**src/rtl/assert_macros.svh**
```systemverilog
// Assertion macros used by the record stack back end.
`ifndef ASSERT_MACROS_SVH
`define ASSERT_MACROS_SVH
`ifndef SYNTH
`define VRS_ASSERT(lbl, prop, msg) \
  lbl: assert property (@(posedge clk_i) disable iff (!rst_ni) prop) else $error(msg);
`define VRS_ASSERT_NEXT(lbl, pre, post, msg) \
  lbl: assert property (@(posedge clk_i) disable iff (!rst_ni) pre |=> post) else $error(msg);
`else
`define VRS_ASSERT(lbl, prop, msg)
`define VRS_ASSERT_NEXT(lbl, pre, post, msg)
`endif
`endif

```
**src/rtl/vrs_pkg.sv**
```systemverilog
// Types and codes shared by the record stack modules.
`default_nettype none
package vrs_pkg;

  typedef enum logic [1:0] {
    OP_PUSH  = 2'd0,
    OP_PEEK  = 2'd1,
    OP_POP   = 2'd2,
    OP_CLEAR = 2'd3
  } op_e;

  typedef enum logic [2:0] {
    ST_PUSHED  = 3'd0,
    ST_FULL    = 3'd1,
    ST_PEEKED  = 3'd2,
    ST_POPPED  = 3'd3,
    ST_EMPTY   = 3'd4,
    ST_CLEARED = 3'd5
  } status_e;

  typedef struct packed {
    op_e        op;
    logic [7:0] data_byte;
    logic [6:0] record_length;
    logic       last_byte;
    logic [6:0] want_bytes;
  } cmd_t;

  typedef struct packed {
    status_e    status;
    logic [7:0] out_byte;
    logic       byte_valid;
    logic       last_out;
    logic       stack_empty;
  } res_t;

endpackage
`default_nettype wire

```
**src/rtl/vrs_queue.sv**
```systemverilog
// Two-entry command queue between the front end and the back end.
`default_nettype none
module vrs_queue (
  input  logic          clk_i,
  input  logic          rst_ni,
  input  vrs_pkg::cmd_t push_cmd_i,
  input  logic          push_valid_i,
  output logic          push_ready_o,
  output vrs_pkg::cmd_t pop_cmd_o,
  output logic          pop_valid_o,
  input  logic          pop_i
);
  import vrs_pkg::*;

  cmd_t       entry_q [2];
  logic       wr_ptr_q;
  logic       rd_ptr_q;
  logic [1:0] cnt_q;
  logic       do_push;
  logic       do_pop;

  assign push_ready_o = (cnt_q != 2'd2);
  assign pop_valid_o  = (cnt_q != 2'd0);
  assign pop_cmd_o    = entry_q[rd_ptr_q];
  assign do_push      = push_valid_i && push_ready_o;
  assign do_pop       = pop_i && pop_valid_o;

  always_ff @(posedge clk_i or negedge rst_ni) begin
    if (!rst_ni) begin
      wr_ptr_q <= 1'b0;
      rd_ptr_q <= 1'b0;
      cnt_q    <= 2'd0;
    end else begin
      if (do_push) begin
        wr_ptr_q <= !wr_ptr_q;
      end
      if (do_pop) begin
        rd_ptr_q <= !rd_ptr_q;
      end
      unique case ({do_push, do_pop})
        2'b10:   cnt_q <= cnt_q + 2'd1;
        2'b01:   cnt_q <= cnt_q - 2'd1;
        default: cnt_q <= cnt_q;
      endcase
    end
  end

  always_ff @(posedge clk_i) begin
    if (do_push) begin
      entry_q[wr_ptr_q] <= push_cmd_i;
    end
  end
endmodule
`default_nettype wire

```
**config.mk**
```make
export PLATFORM = sky130hd
export DESIGN_NAME = vrs_queue
export DESIGN_NICKNAME = d
export VERILOG_FILES = /design/src/rtl/assert_macros.svh /design/src/rtl/vrs_pkg.sv /design/src/rtl/vrs_queue.sv
export SDC_FILE = /design/constraint.sdc
export NUM_CORES = 1
export LEC_CHECK = 0
export BUFFER_PORTS_ARGS = -buffer_cell sky130_fd_sc_hd__buf_2
export CORE_ASPECT_RATIO = 0.9
export CORE_MARGIN = 1.5
export CORE_UTILIZATION = 35
export CTS_CLUSTER_DIAMETER = 150
export DETAILED_ROUTE_END_ITERATION = 16
export PLACE_DENSITY = 0.63
export SLEW_MARGIN = 15
export SYNTH_ARGS = -nofsm -noshare
export SYNTH_HDL_FRONTEND = slang
export SYNTH_SLANG_ARGS = --single-unit
```
**constraint.sdc**
```tcl
create_clock -name clk_i -period 2.3 [get_ports clk_i]
set_input_delay 0.46 -clock clk_i [delete_from_list [all_inputs] [get_ports clk_i]]
set_output_delay 0.46 -clock clk_i [all_outputs]
set_load 0.02 [all_outputs]
```
==> flow_metrics.py <==
metrics = {
    "run_status": {
        "status": "finished clean",
    },
    "placement": {
        "post-place-ws_ns": 0.5682,
        "place_area_um2": 2402,
        "portBuffers": 55,
        "post-dp-hpwl_um": 2288,
        "gp_congestion": 0.7252,
    },
    "detailed_routing": {
        "drtPass1Iterations": 3,
        "ant_nets": 0,
        "drt_iter0_drc": 11,
        "avgViaCountPerCell": 4.443,
        "route.final.wire_length_um": 3175,
        "wl_per_cell_um": 13.80,
        "vias": 1022,
        "post-route-drc-count": 0,
    },
    "timing": {
        "final_max_slew_viol_count": 0,
        "skew_ns": 0.008158,
        "hold_ws_ns": 0.3378,
        "fmax_ghz": 0.4881,
        "timing.final.hold_violations": 0,
        "finalSetupTns_ns": 0,
        "worstMarginPinSlew_ns": 0.5694,
        "setup_viol": 0,
        "finalCritPeriodShare_pct": 89.07,
        "finalWorstSetupSlack_ns": 0.2514,
        "rsz0062_at_grt": "no",
        "slew_headroom_pct": 62.04,
        "period_needed_ns": 2.049,
    },
    "grt": {
        "antenna_found_initial": 0,
        "grt_max_degree": 20,
        "overflow": 0,
        "grt_pass1_vias": 1041,
        "grt_pass1_wl_um": 4885,
        "grt.total_usage_pct": 10.50,
    },
    "floorplanning": {
        "fp.dieW_um": 83.00,
        "initial_utilization_pct": 35.82,
        "die_area_um2": 6224,
        "num_rows": 26,
        "die_h_um": 75.00,
        "fp.coreArea_um2": 5628,
        "io_pins": 56,
    },
    "cells_and_area": {
        "stdcell_area_um2": 2505,
        "drive_gt1_share_pct": 58.75,
        "area_growth_pct": 24.27,
        "layout.nets": 189,
        "num_antenna_cells": 0,
    },
    "synthesis": {
        "syn_inst": 95,
        "avgSynthCellArea_um2": 21.22,
        "yosysSeqAreaShare_pct": 79.45,
        "syn-num-nets": 125,
        "yosysWarnings": 0,
        "synth_top_area_cell": "edfxtp_1",
        "synth_top_area_share_pct": 74.49,
        "ys_types": 14,
        "ys_ff_latch": 54,
        "synth_area_um2": 2016,
        "synth_area_leaders": "edfxtp_1, mux2_2, dfrtp_1, buf_6, xnor2_1",
    },
    "power_and_ir_drop": {
        "powerDensity_nw_per_um2": 1248,
        "irDropWorstVdd_mv": 0.6548,
        "leakage_nw": 0.9460,
        "p_total_w": 0.003127,
    },
    "flow_run": {
        "maxCapViolCount": 0,
    },
    "cts": {
        "cts_tree": "built",
        "clock_latency_ns": 0.30,
        "cts_buffers": 5,
        "clkSinkCount": 54,
        "clockRootBuffer": "clkbuf_8",
        "clk_path_buf_depth": 2,
        "cts_resized": 0,
        "path_clk_slew_ns": 0.10,
        "cts_max_level": 2,
    },
    "worst_setup_path": {
        "critPathKind": "flop to output port",
        "cp.arrival_ns": 1.59,
        "worstPathMaxFanout": 19,
        "rr_startpoint": "cnt_q[0]$_DFFE_PN0P_",
        "end_kind": "output port",
        "critPathRequiredTime_ns": 1.84,
        "start_kind": "flop",
        "setup.worst_path.start": "rd_ptr_q$_DFFE_PN0P_",
    },
    "hold_path": {
        "hp-start": "push_cmd_i[17]",
        "hold_class": "input pin to flop",
    },
}
[timing repair]
item | in CTS | in global routing
buffers inserted | 0 | 0
hold endpoints to repair | 4 | 0
hold buffers | 1 | 0
[cell usage after synthesis (all sizes together)]
library cell,number
ha,1
dfrtp,4
buf,3
xor2,2
nor2,2
edfxtp,50
and3,1
mux2,25
xnor2,3
nand2,1
or2,1
and2,1
nand2b,1
[final cells by class]
cell class | count | area (um2)
Sequential cell | 54 | 1602
Multi-Input combinational cell | 38 | 382.9
Timing Repair Buffer | 60 | 340.3
Tap cell | 70 | 87.58
Clock buffer | 5 | 68.82
Fill cell | 501 | 3123
Clock inverter | 3 | 23.77
[cells by family after synthesis]
kind of cell	Yosys count	synth area share [%]
and+or+nand+nor	7	1.925
DFF	54	79.45
buffers and inverters	3	1.676
muxes	25	14.15
xor gates and xnor gates	5	2.173
adders and majority gates	1	0.6206
[layout by cell type, fill, tap and decap left out]
cell type      synthesis  final
nand2_1                1      1
buf_2                  0     55
mux2_2                24     24
clkinvlp_4             0      2
and2_4                 1      1
ha_1                   1      1
dlygate4sd3_1          0      1
clkbuf_8               0      5
and3_1                 1      1
inv_6                  0      1
nor2_1                 2      1
buf_4                  0      2
or2_1                  1      1
buf_12                 0      2
dfrtp_1                4      4
edfxtp_1              50     50
xor2_1                 2      2
mux2_4                 1      1
nor2_2                 0      1
xnor2_1                3      3
nand2b_1               1      1
[path summary, 6_finish.rpt]
path	to	slack (ns)	depth (start not counted)
min in group asynchronous	rd_ptr_q$_DFFE_PN0P_	0.49	2
hold / removal	entry_q[0][17]$_DFFE_PP_	0.34	1
max in group asynchronous	wr_ptr_q$_DFFE_PN0P_	1.69	2
setup reg to reg	entry_q[1][9]$_DFFE_PP_	0.67	3
hold reg to reg	cnt_q[1]$_DFFE_PN0P_	0.52	1
setup / recovery	pop_cmd_o[0]	0.25	3
[routing by layer]
metal	share of wire [%]	GRT usage [%]
met1	41	11.97
met2	50	17.71
met3	8.4	4.934
met4	1.1	3.889
met5	0	0
[worst max-delay path, cell delays in order, from the launching register on]
cell and delay (ns):
dfrtp_1 0.56, buf_12 0.22, mux2_2 0.34, buf_2 0.16
[registers in the layout, summed over array words and instances, names as in the netlist]
signal and cells:
entry_q 50, rd_ptr_q 1, cnt_q 2, wr_ptr_q 1
[power by group]
part	switching, W	total (W)	internal, W
Clock	0.000299	0.000517	0.000218
Sequential	0.0000954	0.00144	0.00135
Combinational	0.000655	0.00117	0.000512
[stage by stage]
stage / cells / utilization (%)
after floorplan: 95 / -
after global routing: 230 / 44.51
after global placement: 221 / 42.69
final: 230 / 44.51
after detailed placement: 221 / 42.69
after CTS: 230 / 44.51
Power figures use the tool's default switching activity.
