`src/rtl/assert_macros.svh`:
```
// Assertion macros used by the record stack back end.
`ifndef ASSERT_MACROS_SVH
`define ASSERT_MACROS_SVH
`ifndef SYNTH
`define VRS_ASSERT(lbl, prop, msg) \
  lbl: assert property (@(posedge clk_i) disable iff (!rst_ni) prop) else $error(msg);
`define VRS_ASSERT_NEXT(lbl, pre, post, msg) \
  lbl: assert property (@(posedge clk_i) disable iff (!rst_ni) pre |=> post) else $error(msg);
`else
`define VRS_ASSERT(lbl, prop, msg)
`define VRS_ASSERT_NEXT(lbl, pre, post, msg)
`endif
`endif

```
`src/rtl/vrs_pkg.sv`:
```
// Types and codes shared by the record stack modules.
`default_nettype none
package vrs_pkg;

  typedef enum logic [1:0] {
    OP_PUSH  = 2'd0,
    OP_PEEK  = 2'd1,
    OP_POP   = 2'd2,
    OP_CLEAR = 2'd3
  } op_e;

  typedef enum logic [2:0] {
    ST_PUSHED  = 3'd0,
    ST_FULL    = 3'd1,
    ST_PEEKED  = 3'd2,
    ST_POPPED  = 3'd3,
    ST_EMPTY   = 3'd4,
    ST_CLEARED = 3'd5
  } status_e;

  typedef struct packed {
    op_e        op;
    logic [7:0] data_byte;
    logic [6:0] record_length;
    logic       last_byte;
    logic [6:0] want_bytes;
  } cmd_t;

  typedef struct packed {
    status_e    status;
    logic [7:0] out_byte;
    logic       byte_valid;
    logic       last_out;
    logic       stack_empty;
  } res_t;

endpackage
`default_nettype wire

```
`src/rtl/vrs_req_if.sv`:
```
// Request channel interface: one stack operation per transaction.
`default_nettype none
interface vrs_req_if;
  logic       valid;
  logic       ready;
  logic [1:0] kind;
  logic [7:0] data_byte;
  logic [6:0] record_length;
  logic       last_byte;
  logic [6:0] want_bytes;

  modport source (output valid, kind, data_byte, record_length, last_byte, want_bytes,
                  input ready);
  modport sink   (input valid, kind, data_byte, record_length, last_byte, want_bytes,
                  output ready);
endinterface
`default_nettype wire

```
`src/rtl/vrs_front.sv`:
```
// Front end: accept request transactions, classify them and register the command.
`default_nettype none
module vrs_front (
  input  logic          clk_i,
  input  logic          rst_ni,
  vrs_req_if.sink       req_i,
  output vrs_pkg::cmd_t cmd_o,
  output logic          cmd_valid_o,
  input  logic          cmd_ready_i
);
  import vrs_pkg::*;

  logic valid_q;
  cmd_t cmd_q;
  cmd_t cmd_d;

  assign req_i.ready = !valid_q || cmd_ready_i;

  always_comb begin
    cmd_d.op            = op_e'(req_i.kind);
    cmd_d.data_byte     = req_i.data_byte;
    cmd_d.record_length = req_i.record_length;
    cmd_d.last_byte     = req_i.last_byte;
    cmd_d.want_bytes    = req_i.want_bytes;
  end

  always_ff @(posedge clk_i or negedge rst_ni) begin
    if (!rst_ni) begin
      valid_q <= 1'b0;
    end else if (req_i.ready) begin
      valid_q <= req_i.valid;
    end
  end

  always_ff @(posedge clk_i) begin
    if (req_i.ready && req_i.valid) begin
      cmd_q <= cmd_d;
    end
  end

  assign cmd_o       = cmd_q;
  assign cmd_valid_o = valid_q;
endmodule
`default_nettype wire

```
`src/flat_wrapper.sv`:
```
// flat-port wrapper written by rule: the top's interface ports become plain ports
module vrs_front_flat import vrs_pkg::*;
  (clk_i, rst_ni, cmd_o, cmd_valid_o, cmd_ready_i, req_i_valid, req_i_kind, req_i_data_byte, req_i_record_length, req_i_last_byte, req_i_want_bytes, req_i_ready);
  vrs_req_if req_i_i ();
  input  logic clk_i;
  input  logic rst_ni;
  output vrs_pkg::cmd_t cmd_o;
  output logic cmd_valid_o;
  input  logic cmd_ready_i;
  input wire logic [$bits(req_i_i.valid)-1:0] req_i_valid;
  input wire logic [$bits(req_i_i.kind)-1:0] req_i_kind;
  input wire logic [$bits(req_i_i.data_byte)-1:0] req_i_data_byte;
  input wire logic [$bits(req_i_i.record_length)-1:0] req_i_record_length;
  input wire logic [$bits(req_i_i.last_byte)-1:0] req_i_last_byte;
  input wire logic [$bits(req_i_i.want_bytes)-1:0] req_i_want_bytes;
  output wire logic [$bits(req_i_i.ready)-1:0] req_i_ready;
  assign req_i_i.valid = req_i_valid;
  assign req_i_i.kind = req_i_kind;
  assign req_i_i.data_byte = req_i_data_byte;
  assign req_i_i.record_length = req_i_record_length;
  assign req_i_i.last_byte = req_i_last_byte;
  assign req_i_i.want_bytes = req_i_want_bytes;
  assign req_i_ready = req_i_i.ready;
  vrs_front u_core (.clk_i(clk_i), .rst_ni(rst_ni), .req_i(req_i_i), .cmd_o(cmd_o), .cmd_valid_o(cmd_valid_o), .cmd_ready_i(cmd_ready_i));
endmodule
```
`config.mk`:
```
export PLATFORM = sky130hd
export DESIGN_NAME = vrs_front_flat
export DESIGN_NICKNAME = d
export VERILOG_FILES = /design/src/rtl/assert_macros.svh /design/src/rtl/vrs_pkg.sv /design/src/rtl/vrs_req_if.sv /design/src/rtl/vrs_front.sv /design/src/flat_wrapper.sv
export SDC_FILE = /design/constraint.sdc
export NUM_CORES = 1
export LEC_CHECK = 0
export ABC_AREA = 1
export BUFFER_PORTS_ARGS = -buffer_cell sky130_fd_sc_hd__buf_2
export CAP_MARGIN = 20
export CELL_PAD_IN_SITES_DETAIL_PLACEMENT = 2
export CELL_PAD_IN_SITES_GLOBAL_PLACEMENT = 2
export CORE_MARGIN = 3
export CORE_UTILIZATION = 27
export DETAILED_ROUTE_END_ITERATION = 6
export PLACE_DENSITY_LB_ADDON = 0.1
export SLEW_MARGIN = 40
export SYNTH_ARGS = -nofsm -noshare
export SYNTH_HDL_FRONTEND = slang
export SYNTH_SLANG_ARGS = --single-unit
export TNS_END_PERCENT = 20
```
`constraint.sdc`:
```
create_clock -name clk_i -period 4.15 [get_ports clk_i]
set_input_delay 0.83 -clock clk_i [delete_from_list [all_inputs] [get_ports clk_i]]
set_output_delay 0.83 -clock clk_i [all_outputs]
set_load 0.1 [all_outputs]
```
==> impl_metrics.prom, run 1 <==
# TYPE chip_impl_metric gauge
chip_impl_info{name="result_of_the_run",value="finished clean"} 1
chip_impl_info{name="yosys-top-cells-count",value="25 x sky130_fd_sc_hd__edfxtp_1, 2 x sky130_fd_sc_hd__inv_1, 2 x sky130_fd_sc_hd__nand2_1, 1 x sky130_fd_sc_hd__a21oi_1, 1 x sky130_fd_sc_hd__dfrtp_1"} 1
chip_impl_metric{name="placement.io_buffers",unit=""} 55
chip_impl_metric{name="synth_seq_area_share",unit="%"} 97.5
chip_impl_metric{name="multi_input_comb_area",unit="µm²"} 16.3
chip_impl_metric{name="gr-total-overflow",unit=""} 0
chip_impl_metric{name="fin_crit_sh",unit="%"} 54.9
chip_impl_metric{name="minimum_period_implied_by_the_final_worst_setup_slack",unit="ns"} 2.28
chip_impl_metric{name="synth_warnings",unit=""} 0
chip_impl_metric{name="syn_nets",unit=""} 60
chip_impl_info{name="postSynth.topFlopCell",value="sky130_fd_sc_hd__edfxtp_1"} 1
chip_impl_metric{name="final_max_slew_viol_count",unit=""} 0
chip_impl_metric{name="num-fill-cells",unit=""} 281
chip_impl_metric{name="synth_to_layout_area_growth",unit="%"} 44.2
chip_impl_metric{name="finalHoldViolCount",unit=""} 0
chip_impl_metric{name="synth_mux_area_share",unit="%"} 0
chip_impl_metric{name="synth_simple_gate_area_share",unit="%"} 0.943
chip_impl_metric{name="worst_slack",unit="ns"} 1.87
chip_impl_metric{name="cts_inserted_buffers",unit=""} 3
chip_impl_info{name="worst_hold_path_class",value="input pin to asynchronous set/reset pin"} 1
chip_impl_metric{name="max_slew_margin",unit="%"} 55.3
chip_impl_info{name="type_of_the_worst_setup_path",value="input pin to primary output"} 1
chip_impl_metric{name="core_region_area",unit="µm²"} 2780
chip_impl_metric{name="initial_core_util",unit="%"} 28.6
chip_impl_metric{name="powerDensity",unit="nW/µm²"} 484
chip_impl_info{name="synth_top_family_by_area",value="buffers and inverters"} 1
chip_impl_metric{name="grt_antenna_before_repair",unit=""} 0
chip_impl_metric{name="r2r_cells",unit=""} 2
chip_impl_metric{name="synth_enable_flop_cells",unit=""} 25
chip_impl_metric{name="static-leakage-power",unit="µW"} 0.000502
chip_impl_metric{name="numnets_final",unit=""} 121
chip_impl_metric{name="cts_htree_levels",unit=""} 1
chip_impl_metric{name="drt-wirelength-per-cell",unit="µm"} 14.4
chip_impl_metric{name="synth.avg_cell_area",unit="µm²"} 25.7
chip_impl_metric{name="clock_sinks",unit=""} 26
chip_impl_metric{name="worst_skew_pair.late_latency",unit="ns"} 0.31
chip_impl_metric{name="setup-tns-final",unit="ns"} 0
chip_impl_metric{name="final_core_utilization",unit="%"} 41.3
chip_impl_metric{name="grt_usage",unit="%"} 10.3
chip_impl_info{name="crit_path_start_kind",value="input pin"} 1
chip_impl_metric{name="routed_wirelength",unit="µm"} 1760
chip_impl_metric{name="place.gp.congestion",unit=""} 0.605
chip_impl_metric{name="worst_ir_drop_on_vdd",unit="V"} 0.000204
chip_impl_metric{name="die_x",unit="µm"} 60.3
chip_impl_metric{name="initialDrtViolationCount",unit=""} 4
chip_impl_info{name="tritoncts",value="built"} 1
chip_impl_metric{name="synthArstFlopShare",unit="%"} 3.85
chip_impl_metric{name="synth.cell_area",unit="µm²"} 796
chip_impl_metric{name="synth.distinct_cells",unit=""} 5
chip_impl_metric{name="tritonroute_pass_1_iters",unit=""} 2
chip_impl_metric{name="synthAdderAreaFrac",unit="%"} 0
chip_impl_metric{name="synth_top_area_share",unit="%"} 94.3
chip_impl_info{name="yosysTopAreaCell",value="sky130_fd_sc_hd__edfxtp_1"} 1
chip_impl_metric{name="grt_pass1_wl",unit="µm"} 2730
chip_impl_metric{name="max-cap-violations",unit=""} 0
chip_impl_metric{name="dp_hpwl",unit="µm"} 1440
chip_impl_metric{name="worst-r2r-setup-slack",unit="ns"} 2.54
chip_impl_metric{name="via_count",unit=""} 506
chip_impl_metric{name="post_synth_inst_count",unit=""} 31
chip_impl_metric{name="worstPathRequired",unit="ns"} 3.32
chip_impl_metric{name="cts_hold_buffers",unit=""} 0
chip_impl_metric{name="vias_per_cell",unit=""} 4.15
chip_impl_metric{name="postRouteAntennaNets",unit=""} 0
chip_impl_metric{name="fp.dieH",unit="µm"} 60.3
chip_impl_info{name="endpoint_class_of_the_critical_path",value="primary output"} 1
chip_impl_metric{name="maximum_number_of_pins_on_one_net_before_global_route_repair",unit=""} 15
chip_impl_metric{name="pre_cts_slack",unit="ns"} 1.87
chip_impl_metric{name="critPathArrivalTime",unit="ns"} 1.45
chip_impl_info{name="synthMostInstantiatedCell",value="sky130_fd_sc_hd__edfxtp_1"} 1
chip_impl_metric{name="cts_setup_buffers",unit=""} 0
chip_impl_metric{name="synth_xor_xnor_area_share",unit="%"} 0
chip_impl_metric{name="die_area",unit="µm²"} 3630
chip_impl_metric{name="placement_rows",unit=""} 19
chip_impl_metric{name="fin_skew",unit="ns"} 0.00300
chip_impl_info{name="synth_top_cells_by_area",value="sky130_fd_sc_hd__edfxtp_1 94%, sky130_fd_sc_hd__dfrtp_1 3.1%, sky130_fd_sc_hd__inv_1 0.94%"} 1
chip_impl_metric{name="postCtsResizedCells",unit=""} 0
chip_impl_info{name="clockRootBuffer",value="sky130_fd_sc_hd__clkbuf_4"} 1
chip_impl_metric{name="io_pins",unit=""} 56
chip_impl_metric{name="post_route_cells_drive_above_1_share",unit="%"} 65.9
chip_impl_metric{name="postSynthRegisterBits",unit=""} 26
chip_impl_metric{name="synth_compound_area_share",unit="%"} 0.629
chip_impl_metric{name="antenna_fix_cells",unit=""} 0
chip_impl_metric{name="maximum_fanout_along_the_worst_path",unit=""} 2
chip_impl_metric{name="clk_slew_on_worst_s_h_paths",unit="ns"} 0.13
chip_impl_metric{name="first_global_vias",unit=""} 552
chip_impl_info{name="rsz0062_at_grt",value="no"} 1
chip_impl_metric{name="setup_viol_count_final",unit=""} 0
chip_impl_metric{name="fmax",unit="MHz"} 439
chip_impl_metric{name="cts-root-to-sink-buffers",unit=""} 2
chip_impl_metric{name="worst_slew_pin_slew",unit="ns"} 0.670
chip_impl_metric{name="number_of_remaining_drc_errors",unit=""} 0
chip_impl_metric{name="sequential_cell_area",unit="µm²"} 776
==> critical path, stage by stage <==
cell and delay (ns):
sky130_fd_sc_hd__buf_2 0.07, sky130_fd_sc_hd__inv_1 0.05, sky130_fd_sc_hd__nand2_1 0.07, sky130_fd_sc_hd__buf_2 0.43
==> final cells by class <==
| type | instances | area share (%) |
|---|---|---|
| sequential | 26 | 67.6 |
| inverter | 2 | 0.654 |
| clock buffer | 4 | 2.29 |
| multi-input combinational | 3 | 1.42 |
| timing repair buffer | 56 | 24.6 |
| tap | 31 | 3.38 |
==> path summary, 6_finish.rpt <==
check / from / endpoint
setup / recovery: cmd_ready_i / req_i_ready
hold / removal: rst_ni / u_core.cmd_valid_o
max in group asynchronous: rst_ni / u_core.cmd_valid_o
hold reg to reg: u_core.cmd_valid_o / u_core.cmd_valid_o
setup reg to reg: u_core.cmd_valid_o / u_core.cmd_o[0]
min in group clk_i: u_core.cmd_valid_o / u_core.cmd_valid_o
==> routing by layer <==
metal  up-vias  global-route usage [%]  routed length (µm)
li1        237                       -                   -
met1       236                    12.7                 638
met2        33                    17.9                 899
met3         0                    3.24                 223
met4         0                    1.90                   0
met5         -                       0                   0
==> state kept, by name, indices dropped and copies added, names as in the netlist <==
name,count
u_core.cmd_o,25
u_core.cmd_valid_o,1
==> kinds of logic (layout without fill, tap and decap cells) <==
group / count (synthesis) / in the layout
and+or+nand+nor: 2 / 2
buffers and inverters: 2 / 62
DFF: 26 / 26
AOI/OAI and AO/OA: 1 / 1
==> layout by cell type, fill, tap and decap left out, drive strengths merged <==
master  count
edfxtp     25
a21oi       1
clkbuf      4
inv         2
buf        56
dfrtp       1
nand2       2
==> power by group <==
part           switching (µW)  internal [µW]
registers                3.58            305
clock network            69.4           37.4
logic                     121           19.8
total                     194            362
==> stage by stage <==
step | hold WS (ns) | instances | instance area [µm²] | total power [µW]
floorplan | 0.534 | 31 | 796 | 426
global placement | 0.531 | 118 | 1120 | 454
detailed placement | 0.546 | 118 | 1120 | 456
CTS | 0.260 | 122 | 1150 | 561
global route | 0.243 | 122 | 1150 | 576
finish | 0.267 | 122 | 1150 | 556
(Power assumes the default switching activity.)
==> run 2, diff against run 1 <==
CORE_UTILIZATION = 22   (was 27)
clock period = 2 ns   (was 4.15 ns; I/O delays follow)
==> impl_metrics.prom, run 2 (synthesized netlist as in run 1, its figures left out) <==
# TYPE chip_impl_metric gauge
chip_impl_metric{name="number_of_remaining_drc_errors",unit=""} 0
chip_impl_metric{name="place.gp.congestion",unit=""} 0.609
chip_impl_info{name="worst_r2r_endpoint",value="u_core.cmd_o[11]"} 1
chip_impl_info{name="tritoncts",value="built"} 1
chip_impl_metric{name="cts-root-to-sink-buffers",unit=""} 2
chip_impl_metric{name="core_region_area",unit="µm²"} 3420
chip_impl_metric{name="clk_slew_on_worst_s_h_paths",unit="ns"} 0.13
chip_impl_metric{name="drt-wirelength-per-cell",unit="µm"} 13.0
chip_impl_metric{name="cell_depth_of_the_worst_min_delay_path",unit=""} 1
chip_impl_metric{name="via_count",unit=""} 512
chip_impl_metric{name="pre_cts_slack",unit="ns"} 0.553
chip_impl_info{name="min-delay-start",value="req_i_want_bytes[6]"} 1
chip_impl_metric{name="max-cap-violations",unit=""} 0
chip_impl_metric{name="fin_skew",unit="ns"} 0.00448
chip_impl_metric{name="post_route_cells_drive_above_1_share",unit="%"} 67.4
chip_impl_info{name="worst_hold_path_class",value="input pin to register"} 1
chip_impl_info{name="endpoint_class_of_the_critical_path",value="primary output"} 1
chip_impl_metric{name="worst_ir_drop_on_vdd",unit="V"} 0.000305
chip_impl_metric{name="initialDrtViolationCount",unit=""} 19
chip_impl_metric{name="max_slew_margin",unit="%"} 66.9
chip_impl_metric{name="static-leakage-power",unit="µW"} 0.000514
chip_impl_metric{name="grt_usage",unit="%"} 8.56
chip_impl_metric{name="worstPathRequired",unit="ns"} 1.60
chip_impl_metric{name="postRouteAntennaNets",unit=""} 0
chip_impl_info{name="mostFrequentLayoutCell",value="sky130_fd_sc_hd__buf_2"} 1
chip_impl_metric{name="maximum_fanout_along_the_worst_path",unit=""} 3
chip_impl_metric{name="io_pins",unit=""} 56
chip_impl_metric{name="grt_pass1_wl",unit="µm"} 2700
chip_impl_metric{name="setup-tns-final",unit="ns"} 0
chip_impl_metric{name="first_global_vias",unit=""} 587
chip_impl_metric{name="die_area",unit="µm²"} 4370
chip_impl_metric{name="worst_slew_pin_slew",unit="ns"} 0.500
chip_impl_metric{name="fin_area",unit="µm²"} 1200
chip_impl_metric{name="clock_sinks",unit=""} 26
chip_impl_metric{name="placement.io_buffers",unit=""} 55
chip_impl_metric{name="tritonroute_pass_1_iters",unit=""} 4
chip_impl_info{name="result_of_the_run",value="finished clean"} 1
chip_impl_info{name="timing.critical_path.cells",value="nand2_2 -> buf_2"} 1
chip_impl_metric{name="final_max_slew_viol_count",unit=""} 0
chip_impl_metric{name="cts_htree_levels",unit=""} 1
chip_impl_metric{name="initial_core_util",unit="%"} 23.3
chip_impl_metric{name="powerDensity",unit="nW/µm²"} 997
chip_impl_metric{name="vias_per_cell",unit=""} 3.71
chip_impl_info{name="hold-path-endpoint",value="u_core.cmd_o[6]"} 1
chip_impl_metric{name="die_x",unit="µm"} 66.1
chip_impl_info{name="most-common-layout-cells",value="55 x sky130_fd_sc_hd__buf_2, 25 x sky130_fd_sc_hd__edfxtp_1, 3 x sky130_fd_sc_hd__clkbuf_4, 2 x sky130_fd_sc_hd__inv_1"} 1
chip_impl_metric{name="critPathMaxStageDelay",unit="ns"} 0.45
chip_impl_metric{name="worst-r2r-setup-slack",unit="ns"} 0.75
chip_impl_metric{name="routed_wirelength",unit="µm"} 1790
chip_impl_metric{name="finalHoldViolCount",unit=""} 0
chip_impl_metric{name="final.hold.worst_slack",unit="ns"} 0.251
chip_impl_info{name="type_of_the_worst_setup_path",value="register to primary output"} 1
chip_impl_info{name="top_family_by_delay_on_critical_path",value="flip-flops"} 1
chip_impl_metric{name="path_buf_inv",unit=""} 1
chip_impl_metric{name="fmax",unit="MHz"} 593
chip_impl_info{name="rsz0062_at_grt",value="no"} 1
chip_impl_metric{name="postPlaceCellArea",unit="µm²"} 1150
chip_impl_metric{name="maximum_number_of_pins_on_one_net_before_global_route_repair",unit=""} 26
chip_impl_info{name="crit_path_top_delay_cell",value="sky130_fd_sc_hd__dfrtp_1"} 1
chip_impl_metric{name="largest_register_ff_count",unit=""} 25
chip_impl_info{name="timing.critical_path.from",value="u_core.cmd_valid_o"} 1
chip_impl_metric{name="cts_inserted_buffers",unit=""} 3
chip_impl_metric{name="synth_to_layout_area_growth",unit="%"} 50.3
chip_impl_metric{name="fin_crit_sh",unit="%"} 84.4
chip_impl_info{name="clockRootBuffer",value="sky130_fd_sc_hd__clkbuf_4"} 1
chip_impl_metric{name="fp.dieH",unit="µm"} 66.1
chip_impl_metric{name="numnets_final",unit=""} 122
chip_impl_info{name="crit_path_start_kind",value="register"} 1
chip_impl_metric{name="r2r_cells",unit=""} 2
chip_impl_metric{name="minimum_period_implied_by_the_final_worst_setup_slack",unit="ns"} 1.69
chip_impl_metric{name="grt_antenna_before_repair",unit=""} 0
chip_impl_metric{name="setup_viol_count_final",unit=""} 0
chip_impl_metric{name="placement_rows",unit=""} 21
chip_impl_metric{name="antenna_fix_cells",unit=""} 0
chip_impl_metric{name="postCtsResizedCells",unit=""} 0
chip_impl_metric{name="worst_slack",unit="ns"} 0.313
chip_impl_info{name="crit-reg2reg-launch",value="u_core.cmd_valid_o"} 1
chip_impl_metric{name="worst_skew_pair.late_latency",unit="ns"} 0.31
chip_impl_metric{name="critPathArrivalTime",unit="ns"} 1.29
chip_impl_metric{name="gr-total-overflow",unit=""} 0
run 2: worst max-delay path by stage:
stage | end | slack (ns) | depth (start not counted)
4_1_cts | req_i_ready | 0.28 | 2
5_1_grt | req_i_ready | 0.23 | 2
2_1_floorplan | req_i_ready | 0.05 | 1
3_5_place_dp | req_i_ready | 0.55 | 4
3_3_place_gp | req_i_ready | 0.58 | 4
6_report | req_i_ready | 0.31 | 2
run 2: cell type report:
| type | count | area, µm² |
|---|---|---|
| flip-flops and latches | 26 | 776 |
| inverters | 2 | 7.51 |
| repair buffers | 57 | 293 |
| fillers | 372 | 2220 |
| multi-input cells | 3 | 26.3 |
| clock buffers | 4 | 36.3 |
| well taps | 46 | 57.6 |
run 2: per-stage QoR:
stage	utilization [%]	instances	total power [µW]
4_1_cts	35.0	138	1220
2_1_floorplan	-	31	888
5_1_grt	35.0	138	1240
3_3_place_gp	33.7	133	946
3_5_place_dp	33.7	133	950
6_report	35.0	138	1190
run 2: repair_timing:
| action | in CTS | in global routing |
|---|---|---|
| buffers inserted | 0 | 0 |
| endpoints found under the hold margin | 1 | 0 |
| hold buffers | 1 | 0 |
| endpoints found under the setup margin | 0 | 0 |
run 2: worst reg2reg max path, stage by stage, from the launching register on:
cell	delay [ns]
sky130_fd_sc_hd__dfrtp_1	0.45
sky130_fd_sc_hd__a21oi_4	0.15
sky130_fd_sc_hd__buf_4	0.32
run 2: power breakdown:
part | switching [µW] | internal (µW) | total (µW) | leakage [µW]
Clock | 147 | 111 | 258 | 0.0000210
Sequential | 7.77 | 632 | 640 | 0.000249
Combinational | 252 | 43.2 | 295 | 0.000244
run 2: layer usage:
metal	routed length (µm)	track usage, %
met5	0	0
met4	8	4.57
met3	188	3.06
met2	1010	16.4
met1	581	7.63
